[config.mk]
export PLATFORM = sky130hd
export DESIGN_NAME = calendar_date_advance_flat
export DESIGN_NICKNAME = d
export VERILOG_FILES = /design/src/hw/rtl/cda_pkg.sv /design/src/hw/rtl/cda_if.sv /design/src/hw/rtl/cda_divider.sv /design/src/hw/rtl/calendar_date_advance.sv /design/src/flat_wrapper.sv
export VERILOG_INCLUDE_DIRS = /design/src /design/src/hw/rtl
export SDC_FILE = /design/constraint.sdc
export NUM_CORES = 1
export LEC_CHECK = 0
export ABC_AREA = 0
export CAP_MARGIN = 20
export CORE_MARGIN = 8
export CORE_UTILIZATION = 30
export CTS_CLUSTER_DIAMETER = 100
export DETAILED_ROUTE_END_ITERATION = 10
export DONT_BUFFER_PORTS = 1
export GPL_TIMING_DRIVEN = 0
export PLACE_DENSITY_LB_ADDON = 0.2
export SLEW_MARGIN = 20
export SYNTH_ARGS = -nofsm -noshare
export SYNTH_HDL_FRONTEND = slang
export SYNTH_SLANG_ARGS = --single-unit
[constraint.sdc]
create_clock -name clk -period 19.3 [get_ports clk]
set_input_delay 3.86 -clock clk [delete_from_list [all_inputs] [get_ports clk]]
set_output_delay 3.86 -clock clk [all_outputs]
set_load 0.005 [all_outputs]
[src/hw/rtl/calendar_date_advance_defines.svh]
// ----------------------------------------------------------------------------
// Calendar date advance assertion macros
// Shared assertion forms for the calendar date block, sampled on clk and
// disabled while rst_n is low.
// ----------------------------------------------------------------------------
`ifndef CALENDAR_DATE_ADVANCE_DEFINES_SVH
`define CALENDAR_DATE_ADVANCE_DEFINES_SVH

// consequent must hold in the same cycle as the antecedent
`define CDA_ASSERT_SAME(label, ante, cons) \
    label: assert property (@(posedge clk) disable iff (!rst_n) (ante) |-> (cons)) \
        else $error("calendar_date_advance: same-cycle check failed");

// consequent must hold in the cycle after the antecedent
`define CDA_ASSERT_NEXT(label, ante, cons) \
    label: assert property (@(posedge clk) disable iff (!rst_n) (ante) |=> (cons)) \
        else $error("calendar_date_advance: next-cycle check failed");

`endif

[src/hw/rtl/cda_pkg.sv]
// ----------------------------------------------------------------------------
// Calendar date advance package
// Command codes, divider control types, calendar constants and the month
// length function shared by the block's modules.
// ----------------------------------------------------------------------------
package cda_pkg;

    // year register width and reset date
    localparam int YEAR_WIDTH_DEFAULT = 16;
    localparam int RESET_YEAR         = 2000;
    localparam int RESET_MONTH        = 1;
    localparam int RESET_DAY          = 1;

    // payload widths
    localparam int CMD_WIDTH    = 2;
    localparam int PORT_YEAR_W  = 16;
    localparam int MONTH_W      = 4;
    localparam int DAY_W        = 5;
    localparam int AMOUNT_W     = 16;
    // day position during a walk: day plus amount
    localparam int POS_W        = 17;
    // divider remainder width (remainders below 25)
    localparam int REM_W        = 5;

    // divisors used by the shared divide unit
    localparam int MONTHS_PER_YEAR = 12;
    // year mod 25 together with year mod 16 settles the century rules
    localparam int CENTURY_FACTOR  = 25;

    localparam int LAST_MONTH = 12;

    typedef enum logic [CMD_WIDTH-1:0] {
        CMD_SET        = 2'd0,
        CMD_ADD_DAYS   = 2'd1,
        CMD_ADD_MONTHS = 2'd2,
        CMD_ADD_YEARS  = 2'd3
    } cmd_t;

    typedef enum logic {
        DIV_BY_MONTHS  = 1'b0,
        DIV_BY_CENTURY = 1'b1
    } div_sel_t;

    // request from the sequencer to the divide unit
    typedef struct packed {
        logic     start;
        div_sel_t sel;
    } div_req_t;

    // status from the divide unit
    typedef struct packed {
        logic busy;
        logic done;
    } div_rsp_t;

    // days in a month, month 1..12
    function automatic logic [DAY_W-1:0] month_len(input logic [MONTH_W-1:0] month,
                                                   input logic leap);
        logic [DAY_W-1:0] len;
        begin
            case (month)
                4'd2:                     len = leap ? 5'd29 : 5'd28;
                4'd4, 4'd6, 4'd9, 4'd11:  len = 5'd30;
                default:                  len = 5'd31;
            endcase
            return len;
        end
    endfunction

endpackage

[src/hw/rtl/cda_if.sv]
// ----------------------------------------------------------------------------
// Calendar date advance channel interfaces
// Valid/ready channels for command items and for result date items.
// ----------------------------------------------------------------------------

// command channel
interface cda_cmd_if;
    logic        valid;
    logic        ready;
    logic [1:0]  command;
    logic [15:0] new_year;
    logic [3:0]  new_month;
    logic [4:0]  new_day;
    logic [15:0] amount;

    modport source (output valid, output command, output new_year, output new_month,
                    output new_day, output amount, input ready);
    modport sink   (input valid, input command, input new_year, input new_month,
                    input new_day, input amount, output ready);
endinterface

// result date channel
interface cda_date_if;
    logic        valid;
    logic        ready;
    logic [15:0] cur_year;
    logic [3:0]  cur_month;
    logic [4:0]  cur_day;

    modport source (output valid, output cur_year, output cur_month, output cur_day,
                    input ready);
    modport sink   (input valid, input cur_year, input cur_month, input cur_day,
                    output ready);
endinterface

[src/hw/rtl/cda_divider.sv]
// ----------------------------------------------------------------------------
// Calendar date advance divide unit
// Divides by a small constant (12 or 25) through reciprocal multiplication
// in order: load, multiply, remainder. Shared by the month carry
// and the year residue used in the leap test.
// ----------------------------------------------------------------------------
module cda_divider #(
    parameter int DIVIDEND_WIDTH = 17
) (
    input  logic                          clk,
    input  logic                          rst_n,
    input  cda_pkg::div_req_t             req,
    input  logic [DIVIDEND_WIDTH-1:0]     dividend,
    output cda_pkg::div_rsp_t             rsp,
    output logic [DIVIDEND_WIDTH-1:0]     quotient,
    output logic [cda_pkg::REM_W-1:0]     remainder
);

    // operand width of the reciprocal multiply
    localparam int NUM_W  = 20;
    localparam int PROD_W = 2 * NUM_W;
    // ceil(2^19 / 12): exact quotients for operands below 2^17
    localparam int RECIP_MONTHS  = 43691;
    localparam int SHIFT_MONTHS  = 19;
    // ceil(2^24 / 25): exact quotients for operands below 2^20
    localparam int RECIP_CENTURY = 671089;
    localparam int SHIFT_CENTURY = 24;
    // 2^16 mod 25, folds the upper year bits onto the low 16
    localparam int FOLD_CENTURY  = 11;
    localparam int FOLD_SHIFT    = 16;

    logic                        mul_reg,   mul_next;
    logic                        sub_reg,   sub_next;
    logic                        done_reg,  done_next;
    cda_pkg::div_sel_t           sel_reg,   sel_next;
    logic [NUM_W-1:0]            num_reg,   num_next;
    logic [NUM_W-1:0]            quo_reg,   quo_next;
    logic [cda_pkg::REM_W-1:0]   rem_reg,   rem_next;

    logic [DIVIDEND_WIDTH-1:0]   upper;
    logic [NUM_W-1:0]            folded;
    logic [NUM_W-1:0]            recip;
    logic [NUM_W-1:0]            divisor;
    logic [PROD_W-1:0]           product;
    logic [NUM_W-1:0]            quo_calc;

    // year mod 25 is kept when the bits above bit 15 are folded down
    assign upper  = dividend >> FOLD_SHIFT;
    assign folded = NUM_W'(dividend[FOLD_SHIFT-1:0])
                  + NUM_W'(upper) * NUM_W'(FOLD_CENTURY);

    // reciprocal and divisor of the job in flight
    always_comb
    begin
        case (sel_reg)
            cda_pkg::DIV_BY_MONTHS:
            begin
                recip   = NUM_W'(RECIP_MONTHS);
                divisor = NUM_W'(cda_pkg::MONTHS_PER_YEAR);
            end
            cda_pkg::DIV_BY_CENTURY:
            begin
                recip   = NUM_W'(RECIP_CENTURY);
                divisor = NUM_W'(cda_pkg::CENTURY_FACTOR);
            end
            default:
            begin
                recip   = NUM_W'(RECIP_MONTHS);
                divisor = NUM_W'(cda_pkg::MONTHS_PER_YEAR);
            end
        endcase
    end

    // quotient by reciprocal multiplication
    assign product = PROD_W'(num_reg) * PROD_W'(recip);

    always_comb
    begin
        case (sel_reg)
            cda_pkg::DIV_BY_MONTHS:  quo_calc = NUM_W'(product >> SHIFT_MONTHS);
            cda_pkg::DIV_BY_CENTURY: quo_calc = NUM_W'(product >> SHIFT_CENTURY);
            default:                 quo_calc = NUM_W'(product >> SHIFT_MONTHS);
        endcase
    end

    // load, multiply, then remainder
    always_comb
    begin
        mul_next  = req.start;
        sub_next  = mul_reg;
        done_next = sub_reg;
        sel_next  = sel_reg;
        num_next  = num_reg;
        quo_next  = quo_reg;
        rem_next  = rem_reg;
        if (req.start)
        begin
            sel_next = req.sel;
            if (req.sel == cda_pkg::DIV_BY_CENTURY)
                num_next = folded;
            else
                num_next = NUM_W'(dividend);
        end
        if (mul_reg)
            quo_next = quo_calc;
        if (sub_reg)
            rem_next = cda_pkg::REM_W'(num_reg - quo_reg * divisor);
    end

    // control state
    always_ff @(posedge clk or negedge rst_n)
    begin
        if (!rst_n)
        begin
            mul_reg  <= 1'b0;
            sub_reg  <= 1'b0;
            done_reg <= 1'b0;
        end
        else
        begin
            mul_reg  <= mul_next;
            sub_reg  <= sub_next;
            done_reg <= done_next;
        end
    end

    // datapath
    always_ff @(posedge clk)
    begin
        sel_reg <= sel_next;
        num_reg <= num_next;
        quo_reg <= quo_next;
        rem_reg <= rem_next;
    end

    assign rsp.busy  = mul_reg | sub_reg;
    assign rsp.done  = done_reg;
    assign quotient  = DIVIDEND_WIDTH'(quo_reg);
    assign remainder = rem_reg;

endmodule

[src/hw/rtl/calendar_date_advance.sv]
// ----------------------------------------------------------------------------
// Calendar date advance
// Gregorian date register (year, month, day) driven by set, add days, add
// months and add years commands; each command returns the resulting date.
// ----------------------------------------------------------------------------
// One command item is taken at a time; cmd.ready is high only while the
// sequencer is idle, and a finished date waits in the output register so the
// next command can be taken before it is read. Set and add years go straight
// to the done state; add months and add days go through the shared divide
// unit, which multiplies by a reciprocal to carry months into years (divide
// by 12) or to form year mod 25 for the leap test before a day walk. The day
// walk steps one month per cycle. A command that finishes while the previous
// date is still unread waits until that date is taken. Years wrap at
// YEAR_WIDTH bits; the result year shows the low 16 bits of the year
// register.
module calendar_date_advance #(
    parameter int YEAR_WIDTH = cda_pkg::YEAR_WIDTH_DEFAULT
) (
    input  logic              clk,
    input  logic              rst_n,
    cda_cmd_if.sink           cmd,
    cda_date_if.source        result
);

    localparam int DW = (YEAR_WIDTH > cda_pkg::POS_W) ? YEAR_WIDTH : cda_pkg::POS_W;
    localparam int MW = cda_pkg::MONTH_W;
    localparam int PW = cda_pkg::POS_W;

    typedef enum logic [3:0] {
        S_IDLE = 4'b0001,
        S_DIV  = 4'b0010,
        S_WALK = 4'b0100,
        S_DONE = 4'b1000
    } state_t;

    state_t                      state_reg, state_next;
    logic [YEAR_WIDTH-1:0]       year_reg,  year_next;
    logic [MW-1:0]               month_reg, month_next;
    logic [cda_pkg::DAY_W-1:0]   day_reg,   day_next;
    logic                        out_valid_reg, out_valid_next;

    cda_pkg::cmd_t               op_reg,    op_next;
    logic [PW-1:0]               pos_reg,   pos_next;
    logic [cda_pkg::REM_W-1:0]   res_reg,   res_next;
    logic [cda_pkg::PORT_YEAR_W-1:0] cur_year_reg;
    logic [MW-1:0]               cur_month_reg;
    logic [cda_pkg::DAY_W-1:0]   cur_day_reg;

    cda_pkg::cmd_t               cmd_code;
    cda_pkg::div_req_t           div_req;
    cda_pkg::div_rsp_t           div_rsp;
    logic [DW-1:0]               div_dividend;
    logic [DW-1:0]               div_quotient;
    logic [cda_pkg::REM_W-1:0]   div_remainder;

    logic                        cmd_fire;
    logic                        out_load;
    logic [MW-1:0]               month_fixed;
    logic                        leap;
    logic [cda_pkg::DAY_W-1:0]   len;
    logic [cda_pkg::REM_W-1:0]   res_inc;

    assign cmd_code  = cda_pkg::cmd_t'(cmd.command);
    assign cmd.ready = (state_reg == S_IDLE);
    assign cmd_fire  = cmd.valid && cmd.ready;
    assign out_load  = (state_reg == S_DONE) && (!out_valid_reg || result.ready);

    // out-of-range month clamped before add days and add months
    always_comb
    begin
        if (month_reg == MW'(0))
            month_fixed = MW'(1);
        else if (month_reg > MW'(cda_pkg::LAST_MONTH))
            month_fixed = MW'(cda_pkg::LAST_MONTH);
        else
            month_fixed = month_reg;
    end

    // leap test from low year bits and year mod 25
    assign leap = ((year_reg[1:0] == 2'd0) && (res_reg != '0))
               || ((year_reg[3:0] == 4'd0) && (res_reg == '0));
    assign len  = cda_pkg::month_len(month_reg, leap);

    // residue of the following year, wrap to zero restarts it
    always_comb
    begin
        if (&year_reg)
            res_inc = '0;
        else if (res_reg == cda_pkg::REM_W'(cda_pkg::CENTURY_FACTOR - 1))
            res_inc = '0;
        else
            res_inc = res_reg + cda_pkg::REM_W'(1);
    end

    // divider request
    always_comb
    begin
        div_req.start = 1'b0;
        div_req.sel   = cda_pkg::DIV_BY_MONTHS;
        div_dividend  = DW'(year_reg);
        if (cmd_fire && (cmd_code == cda_pkg::CMD_ADD_MONTHS))
        begin
            div_req.start = 1'b1;
            div_req.sel   = cda_pkg::DIV_BY_MONTHS;
            div_dividend  = DW'(month_fixed - MW'(1)) + DW'(cmd.amount);
        end
        else if (cmd_fire && (cmd_code == cda_pkg::CMD_ADD_DAYS))
        begin
            div_req.start = 1'b1;
            div_req.sel   = cda_pkg::DIV_BY_CENTURY;
            div_dividend  = DW'(year_reg);
        end
    end

    cda_divider #(
        .DIVIDEND_WIDTH (DW)
    ) u_divider (
        .clk       (clk),
        .rst_n     (rst_n),
        .req       (div_req),
        .dividend  (div_dividend),
        .rsp       (div_rsp),
        .quotient  (div_quotient),
        .remainder (div_remainder)
    );

    // command sequencer
    always_comb
    begin
        state_next     = state_reg;
        year_next      = year_reg;
        month_next     = month_reg;
        day_next       = day_reg;
        op_next        = op_reg;
        pos_next       = pos_reg;
        res_next       = res_reg;
        out_valid_next = out_valid_reg;
        if (result.valid && result.ready)
            out_valid_next = 1'b0;
        case (state_reg)
            S_IDLE:
            begin
                if (cmd_fire)
                begin
                    op_next = cmd_code;
                    case (cmd_code)
                        cda_pkg::CMD_SET:
                        begin
                            year_next  = YEAR_WIDTH'(cmd.new_year);
                            month_next = cmd.new_month;
                            day_next   = cmd.new_day;
                            state_next = S_DONE;
                        end
                        cda_pkg::CMD_ADD_DAYS:
                        begin
                            month_next = month_fixed;
                            pos_next   = PW'(day_reg) + PW'(cmd.amount);
                            state_next = S_DIV;
                        end
                        cda_pkg::CMD_ADD_MONTHS:
                        begin
                            state_next = S_DIV;
                        end
                        cda_pkg::CMD_ADD_YEARS:
                        begin
                            year_next  = year_reg + YEAR_WIDTH'(cmd.amount);
                            state_next = S_DONE;
                        end
                        default:
                        begin
                            state_next = S_DONE;
                        end
                    endcase
                end
            end
            S_DIV:
            begin
                if (div_rsp.done)
                begin
                    if (op_reg == cda_pkg::CMD_ADD_MONTHS)
                    begin
                        year_next  = year_reg + YEAR_WIDTH'(div_quotient);
                        month_next = MW'(div_remainder) + MW'(1);
                        state_next = S_DONE;
                    end
                    else
                    begin
                        res_next   = div_remainder;
                        state_next = S_WALK;
                    end
                end
            end
            S_WALK:
            begin
                // one month per cycle until the position fits
                if (pos_reg <= PW'(len))
                begin
                    day_next   = cda_pkg::DAY_W'(pos_reg);
                    state_next = S_DONE;
                end
                else
                begin
                    pos_next = pos_reg - PW'(len);
                    if (month_reg >= MW'(cda_pkg::LAST_MONTH))
                    begin
                        month_next = MW'(1);
                        year_next  = year_reg + YEAR_WIDTH'(1);
                        res_next   = res_inc;
                    end
                    else
                    begin
                        month_next = month_reg + MW'(1);
                    end
                end
            end
            S_DONE:
            begin
                if (out_load)
                begin
                    out_valid_next = 1'b1;
                    state_next     = S_IDLE;
                end
            end
            default:
            begin
                state_next = S_IDLE;
            end
        endcase
    end

    // control and date state
    always_ff @(posedge clk or negedge rst_n)
    begin
        if (!rst_n)
        begin
            state_reg     <= S_IDLE;
            year_reg      <= YEAR_WIDTH'(cda_pkg::RESET_YEAR);
            month_reg     <= MW'(cda_pkg::RESET_MONTH);
            day_reg       <= cda_pkg::DAY_W'(cda_pkg::RESET_DAY);
            out_valid_reg <= 1'b0;
        end
        else
        begin
            state_reg     <= state_next;
            year_reg      <= year_next;
            month_reg     <= month_next;
            day_reg       <= day_next;
            out_valid_reg <= out_valid_next;
        end
    end

    // working and output payload
    always_ff @(posedge clk)
    begin
        op_reg  <= op_next;
        pos_reg <= pos_next;
        res_reg <= res_next;
        if (out_load)
        begin
            cur_year_reg  <= cda_pkg::PORT_YEAR_W'(year_reg);
            cur_month_reg <= month_reg;
            cur_day_reg   <= day_reg;
        end
    end

    assign result.valid     = out_valid_reg;
    assign result.cur_year  = cur_year_reg;
    assign result.cur_month = cur_month_reg;
    assign result.cur_day   = cur_day_reg;

`include "calendar_date_advance_defines.svh"

    // an accepted command always leaves idle
    `CDA_ASSERT_NEXT(a_fire_leaves_idle, cmd_fire, state_reg != S_IDLE)
    // the divider is never running while the sequencer is idle
    `CDA_ASSERT_SAME(a_idle_div_quiet, state_reg == S_IDLE, !div_rsp.busy && !div_rsp.done)
    // divider completion only arrives while it is awaited
    `CDA_ASSERT_SAME(a_done_in_div, div_rsp.done, state_reg == S_DIV)
    // the day walk only sees valid months
    `CDA_ASSERT_SAME(a_walk_month, state_reg == S_WALK,
                     (month_reg >= MW'(1)) && (month_reg <= MW'(cda_pkg::LAST_MONTH)))

endmodule
[src/flat_wrapper.sv]
// flat-port wrapper written by rule: the top's interface ports become plain ports
module calendar_date_advance_flat 
#(
    parameter int YEAR_WIDTH = cda_pkg::YEAR_WIDTH_DEFAULT
)
  (clk, rst_n, cmd_valid, cmd_command, cmd_new_year, cmd_new_month, cmd_new_day, cmd_amount, cmd_ready, result_valid, result_cur_year, result_cur_month, result_cur_day, result_ready);
  cda_cmd_if cmd_i ();
  cda_date_if result_i ();
  input  logic clk;
  input  logic rst_n;
  input wire logic [$bits(cmd_i.valid)-1:0] cmd_valid;
  input wire logic [$bits(cmd_i.command)-1:0] cmd_command;
  input wire logic [$bits(cmd_i.new_year)-1:0] cmd_new_year;
  input wire logic [$bits(cmd_i.new_month)-1:0] cmd_new_month;
  input wire logic [$bits(cmd_i.new_day)-1:0] cmd_new_day;
  input wire logic [$bits(cmd_i.amount)-1:0] cmd_amount;
  output wire logic [$bits(cmd_i.ready)-1:0] cmd_ready;
  output wire logic [$bits(result_i.valid)-1:0] result_valid;
  output wire logic [$bits(result_i.cur_year)-1:0] result_cur_year;
  output wire logic [$bits(result_i.cur_month)-1:0] result_cur_month;
  output wire logic [$bits(result_i.cur_day)-1:0] result_cur_day;
  input wire logic [$bits(result_i.ready)-1:0] result_ready;
  assign cmd_i.valid = cmd_valid;
  assign cmd_i.command = cmd_command;
  assign cmd_i.new_year = cmd_new_year;
  assign cmd_i.new_month = cmd_new_month;
  assign cmd_i.new_day = cmd_new_day;
  assign cmd_i.amount = cmd_amount;
  assign cmd_ready = cmd_i.ready;
  assign result_valid = result_i.valid;
  assign result_cur_year = result_i.cur_year;
  assign result_cur_month = result_i.cur_month;
  assign result_cur_day = result_i.cur_day;
  assign result_i.ready = result_ready;
  calendar_date_advance #(.YEAR_WIDTH(YEAR_WIDTH)) u_core (.clk(clk), .rst_n(rst_n), .cmd(cmd_i), .result(result_i));
endmodule
== Yosys cells after proc, flatten, opt, wreduce, memory -nomap -nowiden ==
Cells that the tools add are included.

* Register bits: 125
* Output and inout port bits: 27
* Logic and storage cells: 143

* $add $sub $neg: 12
* Multiply operators: 3
* Magnitude comparators: 3
* Eq/ne operators: 26
* Mux-type cells: 50
* Bitwise operators: 1
* Reductions and logical operators: 30

{| class="wikitable"
|+ Operators with widths
! operator !! number
|-
| $pmux W20 S2 || 3
|-
| $mux W17 || 5
|-
| $mux W16 || 5
|-
| $mux W4 || 12
|-
| $pmux W16 S3 || 1
|-
| $mux W5 || 9
|-
| $mul A17 B20 Y37 || 1
|-
| $pmux W17 S2 || 1
|-
| $add A16 B16 Y16 || 2
|-
| $pmux W16 S2 || 1
|-
| $pmux W5 S2 || 3
|-
| $mul A20 B20 Y5 || 1
|-
| $add A16 B5 Y17 || 1
|-
| $add A17 B16 Y17 || 1
|-
| $add A5 B16 Y17 || 1
|-
| $le A17 B5 Y1 || 1
|-
| $sub A17 B5 Y17 || 1
|-
| $add A16 B1 Y16 const B || 1
|-
| $pmux W4 S2 || 2
|-
| $pmux W4 S4 || 1
|-
| $reduce_and A16 Y1 || 1
|-
| $eq A4 B3 Y1 const B || 3
|-
| $eq A4 B4 Y1 const B || 3
|-
| $ne A2 B2 Y1 const B || 6
|-
| other kinds (34) || 59
|}

== Logic depth before layout (Yosys ltp) ==
* Word-level depth: 9
* Depth in mapped cells: 27
* Gate-level depth less buffers: 25

== Cells and area by module ==
A second synthesis with hierarchy kept.

* Cells, all modules: 1883
* Area, all modules: 17111.4 µm²

{| class="wikitable"
|+ By module, submodules not included
! module !! times used !! cells each !! area an instance (µm²) !! sequential area each (µm²)
|-
| cda_divider || 1 || 1068 || 10083.4 || 1276.2
|-
| calendar_date_advance || 1 || 815 || 7028.0 || 2233.4
|}

== Least setup slack after synthesis ==
No wires, ideal clock.

* Path type: input port to flip-flop
* Start: input cmd_amount[0]
* End: register u_core.u_divider.num_reg[15], data pin
* Arrival: 7.325 ns
* Required time: 19.037 ns
* Slack: 11.712 ns
* Stages on the path: 18
* Buffers on the path: 0
* Path through: ha_1 fa_1 a211oi_1 o211ai_1 nand2_1 o2111a_1 o21ai_0 a21o_1 a21oi_1 nor2_1 ha_1 a21oi_1 nor3b_2 o21ai_1 or3_4 and4b_1 nand3_1 xor2_1

* Longest elaborated chain between the ends: 5

{| class="wikitable"
|+ RTL lines
! element !! RTL line !! RTL
|-
| from (decl) || flat_wrapper.sv:16 || <nowiki>input wire logic [$bits(cmd_i.amount)-1:0] cmd_amount;</nowiki>
|-
| $add A17 B16 Y17 * || calendar_date_advance.sv:105 || <nowiki>div_dividend = DW'(month_fixed - MW'(1)) + DW'(cmd.amount);</nowiki>
|-
| $mux W17 * || calendar_date_advance.sv:101 || <nowiki>if (cmd_fire && (cmd_code == cda_pkg::CMD_ADD_MONTHS))</nowiki>
|-
| $mul A1 B4 Y5 || cda_divider.sv:50 || <nowiki>+ NUM_W'(upper) * NUM_W'(FOLD_CENTURY);</nowiki>
|-
| $add A16 B5 Y17 || cda_divider.sv:50 ||
|-
| $mux W17 * || cda_divider.sv:99 || <nowiki>if (req.sel == cda_pkg::DIV_BY_CENTURY)</nowiki>
|-
| to (signal assigned) || cda_divider.sv:131 || <nowiki>num_reg <= num_next;</nowiki>
|-
| to (decl) || cda_divider.sv:36 || <nowiki>logic [NUM_W-1:0] num_reg, num_next;</nowiki>
|}

Mark *: on every way between the ends. The rest lies on a longest branch, timed or not.
A chain may end at the register's enable or synchronous reset.

== Final worst setup path ==
* Start: register u_core.u_divider.sel_reg
* End: register u_core.u_divider.quo_reg[6], data pin

* Longest elaborated chain between the ends: 4

{| class="wikitable"
|+ RTL lines
! element !! RTL line !! RTL
|-
| from (decl) || cda_divider.sv:35 || <nowiki>cda_pkg::div_sel_t sel_reg, sel_next;</nowiki>
|-
| from (signal assigned) || cda_divider.sv:130 || <nowiki>sel_reg <= sel_next;</nowiki>
|-
| $not A1 Y1 || cda_divider.sv:55, cda_divider.sv:79 ||
|-
| $pmux W20 S2 || cda_divider.sv:55 || <nowiki>case (sel_reg)</nowiki>
|-
| $mul A17 B20 Y37 || cda_divider.sv:75 || <nowiki>assign product = PROD_W'(num_reg) * PROD_W'(recip);</nowiki>
|-
| $pmux W20 S2 * || cda_divider.sv:79 || <nowiki>case (sel_reg)</nowiki>
|-
| via u_core.u_divider.quo_calc[6] || cda_divider.sv:45 || <nowiki>logic [NUM_W-1:0] quo_calc;</nowiki>
|-
| to (signal assigned) || cda_divider.sv:132 || <nowiki>quo_reg <= quo_next;</nowiki>
|-
| to (decl) || cda_divider.sv:37 || <nowiki>logic [NUM_W-1:0] quo_reg, quo_next;</nowiki>
|}

Mark *: on every way through the listed nets, which the timed path passes. The rest lies on a longest branch. The select of a mux whose other input is x is not followed.

==> impl_metrics.json <==
{
  "outcome": "finished clean",
  "wl_per_cell_um": 18.8,
  "hp-class": "reg -> reg",
  "ctsHoldBuffers": 0,
  "critPathSlowestCell": "o21ai_0",
  "cts_setup_buffers": 0,
  "clock_latency_ns": 0.43,
  "yosysSeqAreaShare": 0.208,
  "cts_tree": "built",
  "finalHoldViolCount": 0,
  "critPathBufInv": 6,
  "die_area_mm2": 0.0637,
  "critical_path.max_stage_delay_ns": 0.67,
  "htreeDepth": 4,
  "synth_flop_cell": "edfxtp_1",
  "path_delay_family": "adder cells",
  "max_slew_margin": 0.311,
  "cp_max_fo": 10,
  "crit_type": "reg -> reg",
  "drcViolationCount": 0,
  "io_pins": 74,
  "cts_sinks": 121,
  "grt_pass1_wl_um": 77000,
  "startpoint_type": "flip-flop",
  "synth_cells": 1806,
  "grt_pass1_vias": 13000,
  "overflow": 0,
  "cts_resized": 0,
  "rsz0062_at_grt": "no",
  "grt_usage": 0.157,
  "synth_edf_count": 88,
  "area_delta_synth_final_pct": 9.87,
  "diodes": 0,
  "crit_arrival_ns": 8.56,
  "core_mm2": 0.0552,
  "synth-seq-cells": 121,
  "cts_root_buf": "clkbuf_16",
  "yosys.area.top_type": "fa_1",
  "routed_wl_um": 49000,
  "crit_chain": "clkbuf_1, inv_2, nor2_1, fa_1, fa_1, inv_1, fa_1, inv_1, fa_1, fa_1, inv_1, fa_1, inv_1, ha_1, a21o_1, a211oi_1, nand2_1, o21ai_0, nor3_1, nor3_1, o21ai_0, xor2_1, mux2_2",
  "layout_worst_path_cycle_share": 0.434,
  "rows": 86,
  "yosysWarnings": 0,
  "cts_buffer_depth": 2,
  "fin_setup_tns_ns": 0,
  "syn_area_mm2": 0.0168,
  "vias_per_cell": 4.81,
  "dr.pass1.iters": 5,
  "worstMarginPinSlew_ns": 1.02,
  "timing.fmax_ghz": 0.119,
  "async_flop_share": 0.273,
  "hpwl_um": 41800,
  "nets": 2299,
  "dpl-instance-area_mm2": 0.0178,
  "die_w_um": 252,
  "final_common_cell": "inv_1",
  "end_kind": "flip-flop",
  "instances_no_fill": 2608,
  "vias": 12500,
  "drt_iter0_drc": 656,
  "initial_core_util": 0.304,
  "layout_common_cells": "inv_1, ha_1, fa_1",
  "report.final.slew_viol_count": 0,
  "numCtsBuffers": 17,
  "period_needed_ns": 8.38,
  "port_buffers": 0,
  "grt_max_degree": 34,
  "antenna_found_initial": 0,
  "drive_gt1_frac": 0.0495,
  "dp_cells": 2576,
  "crit_path_frequent_cell": "fa_1",
  "setup_viol": 0,
  "yosys-top-cells-area": "fa_1, ha_1, edfxtp_1",
  "gp_congestion": 0.897,
  "ys_types": 85,
  "synth.avg_cell_area_um2": 9.28,
  "fill_cells": 5744,
  "dp_slack_ns": 10.86,
  "synth_top_area_share": 0.200,
  "drt.antenna.violating_nets": 0,
  "worstPathRequired_ns": 19.47,
  "setup_slack_ns": 10.92,
  "clk_pin_slew_ns": 0.06,
  "dieHeight_um": 252,
  "maxCapViolCount": 0,
  "finalInstanceArea_mm2": 0.0184,
  "finClkSkew_ns": 0.0126
}
-- routing by layer --
layer	vias to the layer above	wire [um]	GRT usage
met4	0	1250	0.0468
met2	282	22600	0.258
met3	64	2300	0.0234
met1	6117	22900	0.211
met5	-	0	0
li1	6072	-	-
-- path summary, 6_finish.rpt --
kind	to	startpoint	slack, ns	cells after the start
max	u_core.u_divider.quo_reg[6]	u_core.u_divider.sel_reg	10.92	23
min	u_core.result.cur_month[2]	u_core.month_reg[2]	0.47	0
max reg2reg	u_core.u_divider.quo_reg[6]	u_core.u_divider.sel_reg	10.92	23
min reg2reg	u_core.result.cur_month[2]	u_core.month_reg[2]	0.47	0
max in group asynchronous	u_core.year_reg[8]	rst_n	15.98	0
min in group asynchronous	u_core.day_reg[4]	rst_n	3.12	0
-- through the flow --
stage               hold slack (ns)  utilization
finish                        0.467        0.333
global route                  0.485        0.333
CTS                           0.457        0.333
detailed placement            0.443        0.323
global placement              0.433        0.322
floorplan                     0.423            -
-- layout make-up --
type                       instances  area [um^2]  area share
inverter                         344         1300      0.0705
multi-input combinational       1315        11900       0.646
timing repair buffer               2         42.5     0.00231
clock buffer                      20          447      0.0243
sequential                       121         3480       0.189
clock inverter                    12          128     0.00693
buffer                            46          188      0.0102
tap                              748          936      0.0508
-- logic make-up after synthesis --
kind of cell / after synthesis / synth area share
AO/OA/AOI/OAI: 325 / 0.122
XOR/XNOR: 116 / 0.0606
adder cells (fa/ha/maj): 405 / 0.377
buffers and inverters: 390 / 0.0886
flip-flops: 121 / 0.208
multiplexers: 35 / 0.0222
other: 2 / 0.000448
AND/OR/NAND/NOR: 412 / 0.121
-- synthesized netlist by cell type (3+ instances only) --
master / number
a31o_2: 6
xnor2_1: 66
edfxtp_1: 88
and3_1: 8
mux2i_1: 18
clkbuf_1: 40
dfstp_2: 9
fa_1: 167
o31ai_1: 4
o21a_1: 12
and4_1: 5
and2_1: 26
a21boi_0: 3
a211o_1: 3
nor2_1: 101
a31oi_1: 15
o211ai_1: 11
o2111ai_1: 3
nand2_1: 136
nor4_1: 8
xor2_1: 50
a2111oi_0: 5
nand3_1: 27
nand2b_1: 12
nor3_1: 20
a211oi_1: 12
ha_1: 238
mux2_2: 16
o21ai_0: 91
dfrtp_1: 24
or3_1: 8
o21bai_1: 12
buf_1: 4
nand4_1: 13
a21o_1: 39
nor2b_1: 18
a21oi_1: 84
inv_1: 340
or2_2: 6
Power is left out: the tool's default activity adds up to more than one toggle a clock period on the data nets, which glitch-free logic cannot reach.
